==> src/design/gacp_pkg.sv <==
// Shared types and constants for the glyph atlas channel packer.
// No dependencies; used by gacp_pad and glyph_atlas_channel_packer.
package gacp_pkg;

  localparam int unsigned CfgDataW = 8;
  localparam int unsigned BmpW     = 10;
  localparam int unsigned BearW    = 11;
  localparam int unsigned PadSzW   = 11;
  localparam int unsigned OffW     = 12;
  localparam int unsigned OutCrdW  = 16;
  localparam int unsigned ChanW    = 2;
  localparam int unsigned MovesW   = 16;

  typedef enum logic [0:0] {
    CfgPadding = 1'b0,
    CfgSpread  = 1'b1
  } cfg_reg_e;

  typedef struct packed {
    logic        [PadSzW-1:0] padded_width;
    logic        [PadSzW-1:0] padded_height;
    logic signed [OffW-1:0]   offset_x;
    logic signed [OffW-1:0]   offset_y;
  } pad_t;

endpackage

==> src/design/gacp_pad.sv <==
// Border arithmetic: padded glyph size and bitmap offsets from padding and spread.
// Depends on gacp_pkg.
module gacp_pad (
  input  logic [gacp_pkg::CfgDataW-1:0]     padding_i,
  input  logic [gacp_pkg::CfgDataW-1:0]     spread_i,
  input  logic [gacp_pkg::BmpW-1:0]         bitmap_width_i,
  input  logic [gacp_pkg::BmpW-1:0]         bitmap_height_i,
  input  logic signed [gacp_pkg::BearW-1:0] bearing_left_i,
  input  logic signed [gacp_pkg::BearW-1:0] bearing_top_i,
  output gacp_pkg::pad_t                    pad_o
);

  logic [gacp_pkg::CfgDataW:0]   border;
  logic [gacp_pkg::PadSzW-1:0]   border2;
  logic [gacp_pkg::OffW-1:0]     border_ext;
  logic [gacp_pkg::OffW-1:0]     left_ext;
  logic [gacp_pkg::OffW-1:0]     top_ext;
  logic [gacp_pkg::OffW-1:0]     top_sum;

  assign border     = {1'b0, padding_i} + {1'b0, spread_i};
  assign border2    = gacp_pkg::PadSzW'({border, 1'b0});
  assign border_ext = gacp_pkg::OffW'(border);
  assign left_ext   = {bearing_left_i[gacp_pkg::BearW-1], bearing_left_i};
  assign top_ext    = {bearing_top_i[gacp_pkg::BearW-1], bearing_top_i};
  assign top_sum    = top_ext + border_ext;

  assign pad_o.padded_width  = gacp_pkg::PadSzW'(bitmap_width_i) + border2;
  assign pad_o.padded_height = gacp_pkg::PadSzW'(bitmap_height_i) + border2;
  assign pad_o.offset_x      = left_ext + border_ext;
  assign pad_o.offset_y      = {gacp_pkg::OffW{1'b0}} - top_sum;

endmodule

==> src/design/glyph_atlas_channel_packer.sv <==
// Glyph atlas channel packer top level: input word register, packing state, result register.
// Depends on gacp_pkg and gacp_pad.
//
// Usage:
//   Input channel (in_valid_i / in_ready_o) carries one glyph word: bitmap size and
//   bearings. Output channel (out_valid_o / out_ready_i) carries one placement word
//   per glyph: atlas position, channel, padded size, offsets and running atlas size.
//   padding and spread are written through cfg_we_i / cfg_index_i / cfg_data_i while
//   the block is idle; they apply to every later glyph.
//   An accepted word sits in the input register and passes through the placement logic
//   into the result register once that register is empty or its word is being taken.
//   Throughput is one glyph per cycle while the receiver does not stall; the per-channel
//   corner update and the saturating add plus extent compare settle within that cycle.
//   When the receiver stalls, the result register holds its word and the input
//   register still takes one more glyph; in_ready_o falls only when both are full.
//   Reset clears all corners and extents, selects channel 0 growing across with one
//   move per pass, and sets padding and spread to zero. No results are pending.
module glyph_atlas_channel_packer #(
  parameter int unsigned CHANNELS   = 4,
  parameter int unsigned COORD_BITS = 16
) (
  input  logic                                clk_i,
  input  logic                                rst_ni,
  input  logic                                cfg_we_i,
  input  logic [0:0]                          cfg_index_i,
  input  logic [gacp_pkg::CfgDataW-1:0]       cfg_data_i,
  input  logic                                in_valid_i,
  output logic                                in_ready_o,
  input  logic [gacp_pkg::BmpW-1:0]           bitmap_width_i,
  input  logic [gacp_pkg::BmpW-1:0]           bitmap_height_i,
  input  logic signed [gacp_pkg::BearW-1:0]   bearing_left_i,
  input  logic signed [gacp_pkg::BearW-1:0]   bearing_top_i,
  output logic                                out_valid_o,
  input  logic                                out_ready_i,
  output logic [gacp_pkg::OutCrdW-1:0]        tex_x_o,
  output logic [gacp_pkg::OutCrdW-1:0]        tex_y_o,
  output logic [gacp_pkg::ChanW-1:0]          channel_o,
  output logic [gacp_pkg::PadSzW-1:0]         padded_width_o,
  output logic [gacp_pkg::PadSzW-1:0]         padded_height_o,
  output logic signed [gacp_pkg::OffW-1:0]    offset_x_o,
  output logic signed [gacp_pkg::OffW-1:0]    offset_y_o,
  output logic [gacp_pkg::OutCrdW-1:0]        atlas_width_o,
  output logic [gacp_pkg::OutCrdW-1:0]        atlas_height_o
);

  localparam int unsigned ChIdxW = (CHANNELS > 1) ? $clog2(CHANNELS) : 1;
  localparam logic [ChIdxW-1:0] LastCh = ChIdxW'(CHANNELS - 1);
  localparam logic [COORD_BITS-1:0] CrdMax = {COORD_BITS{1'b1}};

  // configuration
  logic [gacp_pkg::CfgDataW-1:0] padding_q, spread_q;

  always_ff @(posedge clk_i or negedge rst_ni) begin
    if (!rst_ni) begin
      padding_q <= '0;
      spread_q  <= '0;
    end else if (cfg_we_i) begin
      unique case (gacp_pkg::cfg_reg_e'(cfg_index_i))
        gacp_pkg::CfgPadding: padding_q <= cfg_data_i;
        gacp_pkg::CfgSpread:  spread_q  <= cfg_data_i;
        default: ;
      endcase
    end
  end

  // input word register
  logic                              in_valid_q, in_valid_d;
  logic [gacp_pkg::BmpW-1:0]         bw_q, bh_q;
  logic signed [gacp_pkg::BearW-1:0] bl_q, bt_q;
  logic                              advance, fire, in_accept;

  assign advance    = !out_valid_o || out_ready_i;
  assign fire       = in_valid_q && advance;
  assign in_ready_o = !in_valid_q || advance;
  assign in_accept  = in_valid_i && in_ready_o;
  assign in_valid_d = in_accept || (in_valid_q && !advance);

  always_ff @(posedge clk_i or negedge rst_ni) begin
    if (!rst_ni) begin
      in_valid_q <= 1'b0;
    end else begin
      in_valid_q <= in_valid_d;
    end
  end

  always_ff @(posedge clk_i) begin
    if (in_accept) begin
      bw_q <= bitmap_width_i;
      bh_q <= bitmap_height_i;
      bl_q <= bearing_left_i;
      bt_q <= bearing_top_i;
    end
  end

  gacp_pkg::pad_t pad;

  gacp_pad u_pad (
    .padding_i       (padding_q),
    .spread_i        (spread_q),
    .bitmap_width_i  (bw_q),
    .bitmap_height_i (bh_q),
    .bearing_left_i  (bl_q),
    .bearing_top_i   (bt_q),
    .pad_o           (pad)
  );

  // packing state
  logic [COORD_BITS-1:0]     start_x_q [CHANNELS];
  logic [COORD_BITS-1:0]     start_y_q [CHANNELS];
  logic [COORD_BITS-1:0]     ext_x_q   [CHANNELS];
  logic [COORD_BITS-1:0]     ext_y_q   [CHANNELS];
  logic [COORD_BITS-1:0]     start_x_d [CHANNELS];
  logic [COORD_BITS-1:0]     start_y_d [CHANNELS];
  logic [COORD_BITS-1:0]     ext_x_d   [CHANNELS];
  logic [COORD_BITS-1:0]     ext_y_d   [CHANNELS];
  logic                      grow_down_q, grow_down_d;
  logic [gacp_pkg::MovesW-1:0] moves_done_q, moves_done_d, moves_inc;
  logic [gacp_pkg::MovesW-1:0] moves_pass_q, moves_pass_d;
  logic [ChIdxW-1:0]         ch_q, ch_d;
  logic [COORD_BITS-1:0]     atlas_w_q, atlas_w_d, atlas_h_q, atlas_h_d;

  logic [COORD_BITS:0]       sum_x, sum_y;
  logic [COORD_BITS-1:0]     sat_x, sat_y, new_ext_x, new_ext_y;
  logic                      wrap, pass_end;

  assign sum_x     = {1'b0, start_x_q[ch_q]} + (COORD_BITS + 1)'(pad.padded_width);
  assign sum_y     = {1'b0, start_y_q[ch_q]} + (COORD_BITS + 1)'(pad.padded_height);
  assign sat_x     = sum_x[COORD_BITS] ? CrdMax : sum_x[COORD_BITS-1:0];
  assign sat_y     = sum_y[COORD_BITS] ? CrdMax : sum_y[COORD_BITS-1:0];
  assign new_ext_x = (sat_x > ext_x_q[ch_q]) ? sat_x : ext_x_q[ch_q];
  assign new_ext_y = (sat_y > ext_y_q[ch_q]) ? sat_y : ext_y_q[ch_q];
  assign wrap      = (ch_q == LastCh);
  assign moves_inc = moves_done_q + 1'b1;
  assign pass_end  = wrap && (moves_inc == moves_pass_q);

  always_comb begin
    start_x_d    = start_x_q;
    start_y_d    = start_y_q;
    ext_x_d      = ext_x_q;
    ext_y_d      = ext_y_q;
    grow_down_d  = grow_down_q;
    moves_done_d = moves_done_q;
    moves_pass_d = moves_pass_q;
    ch_d         = ch_q;
    atlas_w_d    = atlas_w_q;
    atlas_h_d    = atlas_h_q;
    if (fire) begin
      ext_x_d[ch_q] = new_ext_x;
      ext_y_d[ch_q] = new_ext_y;
      atlas_w_d     = (new_ext_x > atlas_w_q) ? new_ext_x : atlas_w_q;
      atlas_h_d     = (new_ext_y > atlas_h_q) ? new_ext_y : atlas_h_q;
      ch_d          = wrap ? '0 : ch_q + 1'b1;
      if (wrap) begin
        moves_done_d = moves_inc;
      end
      if (pass_end) begin
        moves_done_d = '0;
        grow_down_d  = !grow_down_q;
        for (int k = 0; k < CHANNELS; k++) begin
          if (!grow_down_q) begin
            start_x_d[k] = ext_x_d[k];
            start_y_d[k] = '0;
          end else begin
            start_x_d[k] = '0;
            start_y_d[k] = ext_y_d[k];
          end
        end
        if (grow_down_q && (moves_pass_q != {gacp_pkg::MovesW{1'b1}})) begin
          moves_pass_d = moves_pass_q + 1'b1;
        end
      end else if (grow_down_q) begin
        start_y_d[ch_q] = sat_y;
      end else begin
        start_x_d[ch_q] = sat_x;
      end
    end
  end

  always_ff @(posedge clk_i or negedge rst_ni) begin
    if (!rst_ni) begin
      for (int k = 0; k < CHANNELS; k++) begin
        start_x_q[k] <= '0;
        start_y_q[k] <= '0;
        ext_x_q[k]   <= '0;
        ext_y_q[k]   <= '0;
      end
      grow_down_q  <= 1'b0;
      moves_done_q <= '0;
      moves_pass_q <= gacp_pkg::MovesW'(1);
      ch_q         <= '0;
      atlas_w_q    <= '0;
      atlas_h_q    <= '0;
    end else begin
      start_x_q    <= start_x_d;
      start_y_q    <= start_y_d;
      ext_x_q      <= ext_x_d;
      ext_y_q      <= ext_y_d;
      grow_down_q  <= grow_down_d;
      moves_done_q <= moves_done_d;
      moves_pass_q <= moves_pass_d;
      ch_q         <= ch_d;
      atlas_w_q    <= atlas_w_d;
      atlas_h_q    <= atlas_h_d;
    end
  end

  // result register
  logic out_valid_q, out_valid_d;

  assign out_valid_d = fire || (out_valid_q && !out_ready_i);
  assign out_valid_o = out_valid_q;

  always_ff @(posedge clk_i or negedge rst_ni) begin
    if (!rst_ni) begin
      out_valid_q <= 1'b0;
    end else begin
      out_valid_q <= out_valid_d;
    end
  end

  always_ff @(posedge clk_i) begin
    if (fire) begin
      tex_x_o         <= gacp_pkg::OutCrdW'(start_x_q[ch_q]);
      tex_y_o         <= gacp_pkg::OutCrdW'(start_y_q[ch_q]);
      channel_o       <= gacp_pkg::ChanW'(ch_q);
      padded_width_o  <= pad.padded_width;
      padded_height_o <= pad.padded_height;
      offset_x_o      <= pad.offset_x;
      offset_y_o      <= pad.offset_y;
      atlas_width_o   <= gacp_pkg::OutCrdW'(atlas_w_d);
      atlas_height_o  <= gacp_pkg::OutCrdW'(atlas_h_d);
    end
  end

endmodule
==> config.mk <==
export PLATFORM = sky130hd
export DESIGN_NAME = glyph_atlas_channel_packer
export DESIGN_NICKNAME = d
export VERILOG_FILES = /design/src/design/gacp_pkg.sv /design/src/design/gacp_pad.sv /design/src/design/glyph_atlas_channel_packer.sv
export SDC_FILE = /design/constraint.sdc
export NUM_CORES = 1
export LEC_CHECK = 0
export ABC_AREA = 0
export BUFFER_PORTS_ARGS = -buffer_cell sky130_fd_sc_hd__buf_2
export CORE_UTILIZATION = 40
export DETAILED_ROUTE_END_ITERATION = 12
export PLACE_DENSITY = 0.68
export SETUP_SLACK_MARGIN = 0.3
export SYNTH_ARGS = -nofsm -noshare
export SYNTH_HDL_FRONTEND = slang
export SYNTH_HIERARCHICAL = 1
export SYNTH_SLANG_ARGS = --single-unit
export TNS_END_PERCENT = 100
==> constraint.sdc <==
create_clock -name clk_i -period 11.1 [get_ports clk_i]
set_input_delay 2.22 -clock clk_i [delete_from_list [all_inputs] [get_ports clk_i]]
set_output_delay 2.22 -clock clk_i [all_outputs]
set_load 0.005 [all_outputs]
* Word level (Yosys, flattened, before mapping) *
Cells that the tools add are included.

storage, ports and cells
  memory bits (writable) = 0
  memories kept = 0
  ROM bits = 0
  flip-flop bits (word level) = 495
  output and inout bits = 114
  word-level logic and storage cells = 128
  bits in latches = 0
  input bits = 56

cells by class
  divide/modulo/power cells = 0
  magnitude comparators = 6
  reduce and logical (&&, ||, !) cells = 25
  mux-type cells = 41
  $add $sub $neg = 11
  $mul = 0
  bitwise logic cells = 2
  equal/unequal tests = 4
  shift-type cells = 0

operators by type and width
  operator               number
  $mux 16                27
  $bwmux 64              4
  $mux 64                4
  $bmux 16 s2            4
  $gt 16x16->1           4
  $add 16x11->17         2
  $add 16x1->16 const B  2
  $demux 16 s2           1
  $add 11x10->12         2
  $add 10x10->11         2
  $eq 16x16->1           1
  $ne 16x16->1 const B   1
  $reduce_and 2->1       6
  $sub 1x12->12 const A  1
  $add 8x8->9            1
  $logic_and 1x1->1      7
  $logic_not 1->1        5
  $logic_or 1x1->1       4
  $reduce_bool 2->1      2
  $ge 3x3->1 const B     1
  $lt 3x1->1 const B     1
  $not 2->3              1
  $reduce_and 3->1       1
  $add 2x1->2 const B    1
  other kinds (4)        4

* Logic depth before layout (Yosys ltp) *
  depth in word-level cells = 11
  gate-level depth with buffers = 41
  gate-level depth less buffers = 36

* Hierarchy *
The synthesis kept the hierarchy.

modules (own cells, without submodules)
  module                      times used  cells each  area an instance (um^2)  seq. area each (um^2)
  glyph_atlas_channel_packer  1           2,347       25,408.1                 13,158.9
  gacp_pad                    1           254         1,994.4                  0.0

* Least setup slack after synthesis *
OpenSTA, ideal clock, no wires.

  path type = register -> register
  from = reg ch_q[0]
  to = reg atlas_height_o[10] (netlist bit), data pin
  setup time = 288 ps
  clock period less this slack = 8,863 ps
  data required time = 10,812 ps
  arrival time = 8,575 ps
  slack = 2,237 ps
  buffers on the path = 9
  cell stages (with the launch flop) = 35
  path through = dfrtp_1 buf_4 buf_4 buf_1 buf_1 mux4_2 ha_1 fa_1 nand3_1 a21oi_1 o21ai_0 a21boi_0 buf_2 clkbuf_1 or2_2 ha_1 nand2_1 nor4_1 o311ai_0 a22oi_1 clkbuf_1 o21ai_0 and2_0 inv_1 ha_1 nor2b_1 o21a_1 o21a_1 o211ai_1 a21oi_1 o21ai_0 a221o_1 buf_1 clkbuf_1 mux2i_1

on the way
  word-level cells in the longest chain between the ends = 11
  elaborated cells between the ends (all ways) = 14
  those cells by class = 1 x add/sub; 2 x order compare; 10 x mux; 1 x bitwise

ends and longest elaborated chain
  element                                      line                                                                  RTL
  start: declaration                           glyph_atlas_channel_packer.sv:119                                     logic [ChIdxW-1:0] ch_q, ch_d;
  start signal: assignment                     glyph_atlas_channel_packer.sv:201                                     ch_q <= ch_d;
  $not 2->3 (not written as such) *            glyph_atlas_channel_packer.sv:127, glyph_atlas_channel_packer.sv:131
  $bmux 16 s2                                  glyph_atlas_channel_packer.sv:127                                     assign sum_y = {1'b0, start_y_q[ch_q]} + (COORD_BITS + 1)'(pad.padded_height);
  $mux 16 (not written as such) (2 in series)  glyph_atlas_channel_packer.sv:127
  $add 16x11->17                               glyph_atlas_channel_packer.sv:127
  $mux 16                                      glyph_atlas_channel_packer.sv:129                                     assign sat_y = sum_y[COORD_BITS] ? CrdMax : sum_y[COORD_BITS-1:0];
  $gt 16x16->1                                 glyph_atlas_channel_packer.sv:131                                     assign new_ext_y = (sat_y > ext_y_q[ch_q]) ? sat_y : ext_y_q[ch_q];
  $mux 16 *                                    glyph_atlas_channel_packer.sv:131
  $gt 16x16->1                                 glyph_atlas_channel_packer.sv:151                                     atlas_h_d = (new_ext_y > atlas_h_q) ? new_ext_y : atlas_h_q;
  $mux 16 *                                    glyph_atlas_channel_packer.sv:151
  $mux 16 *                                    glyph_atlas_channel_packer.sv:147                                     if (fire) begin
  named net atlas_h_d[10]                      glyph_atlas_channel_packer.sv:120                                     logic [COORD_BITS-1:0] atlas_w_q, atlas_w_d, atlas_h_q, atlas_h_d;
  end signal: assignment                       glyph_atlas_channel_packer.sv:231                                     atlas_height_o <= gacp_pkg::OutCrdW'(atlas_h_d);
  end: declaration                             glyph_atlas_channel_packer.sv:43                                      output logic [gacp_pkg::OutCrdW-1:0] atlas_height_o

The timed path passes the listed nets; every way through them passes the cells marked *. The select of a mux whose other input is x is not followed.
A chain may end at the register's enable or synchronous reset.

==> qor.yml <==
critical_path:
  criticalPathCategory: "reg -> reg"
  r2r-start: "padding_q[0]"
  critPathMaxFanout: 16
  required_ns: 11.44
  cp.arrival_ns: 10.13
  r2r-end: "atlas_height_o[11]"
  slowest_stage: "a221o_1"
  critPathMaxStageDelay_ns: 0.82
  path_common_cell: "ha_1"
  crit_path_start_kind: "flip-flop"
  critPathTopFamily: "compound AO/OA/AOI/OAI gates"
  cp-end-kind: "flip-flop"
  r2r_slack_ns: 1.31
  worstRegToRegCells: 35
  cp_num_buf_inv: 3
routing:
  first_pass_iters: 6
  top_layer_used: "met4"
  drtAntennaViolNets: 0
  vias_per_cell: 5.75
  met1Wirelength_microns: 33800
  vias: 20949
  routed_wl_microns: 77000
  avgRoutedWirePerCell_microns: 21.1
  drtIter0Drc: 1971
  wl_met3_microns: 5980
  dr_wl_met2_microns: 35300
  drc: 0
clocking:
  htree_levels: 2
  clk_latency_ns: 0.61
  cts_tree: "built"
  cts.sinks: 495
  cts_root_buffer: "clkbuf_16"
  cts_setup_buffers: 0
  clkTransAtPathRegs_ns: 0.06
  cts_resized: 0
  cts_buffer_depth: 3
  ctsHoldBuffers: 0
  cts_buffers: 53
logic_synthesis:
  async_reset_ff_share_pct: 68.9
  synth-edff-count: 154
  seq_area_frac_synth_pct: 48.0
  synth.most_common_cell: "dfrtp_1"
  ys_seq_elements: 495
  synth_flop_cell: "dfrtp_1"
  syn_avg_cell_area_sq_um: 10.5
  yosys.area.top_type: "dfrtp_1"
  synthTopCellsByCount: "340 x dfrtp_1, 264 x nand2_1, 249 x o21ai_0, 194 x nor2_1, 154 x edfxtp_1"
  netlist_area_sq_mm: 0.0274
  netlist-cell-type-count: 89
  synth_top_cell_area_share_pct: 31.0
  synth_area_leaders: "dfrtp_1 31%, edfxtp_1 17%, ha_1 6.7%"
  yosys_warnings: 6
  synthCells: 2601
  synth_nets: 2810
min_path:
  hold_path_end: "ext_y_q[6]"
  hp-class: "reg -> reg"
  min-delay-start: "ext_y_q[6]"
  hold_depth: 2
placed_design:
  place_inst: 3547
  dp_hpwl_microns: 51600
  portBuffers: 169
  place_area_sq_mm: 0.0291
  place.gp.congestion: 0.867
global_routing:
  grt_util_all_layers_pct: 22.0
  grt_pass1_vias: 20450
  antenna_found_initial: 1
  grt_first_pass_wirelength_microns: 120000
  overflow: 0
  grt_max_degree: 166
sta:
  max_clock_freq_ghz: 0.102
  rsz0062_at_grt: "false"
  clock_skew_ns: 0.0236
  tightest_slew_ns: 1.24
  fin_crit_sh_pct: 88.2
  drv_slew: 0
  setup_violations: 0
  tns_ns: 0
  worst_hold_slack_ns: 0.476
  max_slew_margin_pct: 17.3
  fin_crit_ns: 9.79
  finalHoldViolCount: 0
floorplan:
  ios: 170
  dieArea_sq_mm: 0.0696
  rows: 95
  core_sq_mm: 0.0675
  dieHeight_microns: 264
  start_util_pct: 40.6
  die_x_microns: 264
run_status:
  outcome: "completed"
flow_run:
  cap_violations: 0
layout:
  num-nets-final: 2938
  fillerInstances: 6219
  area_delta_synth_final_pct: 12.7
  design_area_sq_mm: 0.0309
  drive_gt1_share_pct: 16.4
  final_cells: 3644
-- state kept, by name, summed over array words and instances (netlist names), 12 cells and up --
| signal | cells |
|---|---|
| tex_x_o | 16 |
| atlas_height_o | 16 |
| ext_x_q | 64 |
| atlas_w_q | 16 |
| atlas_width_o | 16 |
| start_x_q | 64 |
| ext_y_q | 64 |
| start_y_q | 64 |
| offset_x_o | 12 |
| moves_pass_q | 16 |
| tex_y_o | 16 |
| moves_done_q | 16 |
| offset_y_o | 12 |
| atlas_h_q | 16 |
-- area by class of cell --
class	count	area, sq um	share of cell area, %
flip-flops and latches	495	13200	42.6
inverters	133	504	1.63
well taps	873	1090	3.54
multi-input cells	1831	13200	42.6
repair buffers	215	1230	3.97
clock inverters	21	224	0.725
clock buffers	75	1530	4.96
diodes	1	2.50	0.00810
-- through the flow --
stage               worst slack [ns]  utilization [%]
CTS                             1.45             45.8
floorplan                       2.24                -
global route                   0.715             45.8
global placement                1.68             43.2
finish                          1.31             45.8
detailed placement              1.54             43.2
-- cells by family after synthesis --
group	Yosys count	synth area share [%]
adder cells (fa/ha/maj)	153	7.18
XOR/XNOR	86	2.75
AO/OA/AOI/OAI	735	17.1
buffers and inverters	275	4.16
AND/OR/NAND/NOR	685	11.5
multiplexers	172	9.31
flip-flops	495	48.0
-- worst register-to-register path, delay by kind of cell (launching register included) --
kind	cells	cell delay [ns]
simple gates	7	1.23
mux	1	0.43
xor+xnor	1	0.26
compound gates	17	4.86
buf+inv	3	0.51
fa+ha+maj	6	1.84
flops	1	0.39
-- routing by layer --
| metal | GRT usage [%] | vias to the layer above |
|---|---|---|
| met2 | 35.3 | 865 |
| li1 | - | 9763 |
| met5 | 0 | - |
| met1 | 30.7 | 10180 |
| met3 | 3.86 | 141 |
| met4 | 5.63 | 0 |
-- worst max path at each step --
stage | startpoint | endpoint | slack [ns] | cells after the start
2_1_floorplan | ch_q[0] | atlas_height_o[10] | 2.24 | 34
3_3_place_gp | padding_q[0] | atlas_height_o[0] | 1.68 | 35
3_5_place_dp | padding_q[0] | atlas_height_o[11] | 1.54 | 35
4_1_cts | padding_q[0] | atlas_height_o[11] | 1.45 | 35
5_1_grt | padding_q[0] | atlas_height_o[11] | 0.71 | 35
6_report | padding_q[0] | atlas_height_o[11] | 1.31 | 35
-- cell usage in the layout, fill, tap and decap left out, drive strengths merged, types with 8 or more instances in the layout --
master	count
and3	12
nand2b	20
a211oi	23
nor3	12
o2111ai	8
mux4	63
a22o	8
o31ai	16
a211o	36
ha	146
a21oi	150
nand3	69
or2	19
a22oi	9
o21bai	9
nand4	21
nor4	9
xor2	33
clkinv	12
nor2b	9
buf	215
xnor2	53
edfxtp	154
o21ai	265
clkbuf	75
nand2	265
nor2	196
o211ai	41
a31oi	52
and2	28
mux2i	75
or3	9
dfrtp	340
inv	137
o21a	15
a21o	36
mux2	34
Power is not shown: default switching activity piles up to over one toggle a cycle in this logic, so the estimate is an artifact.
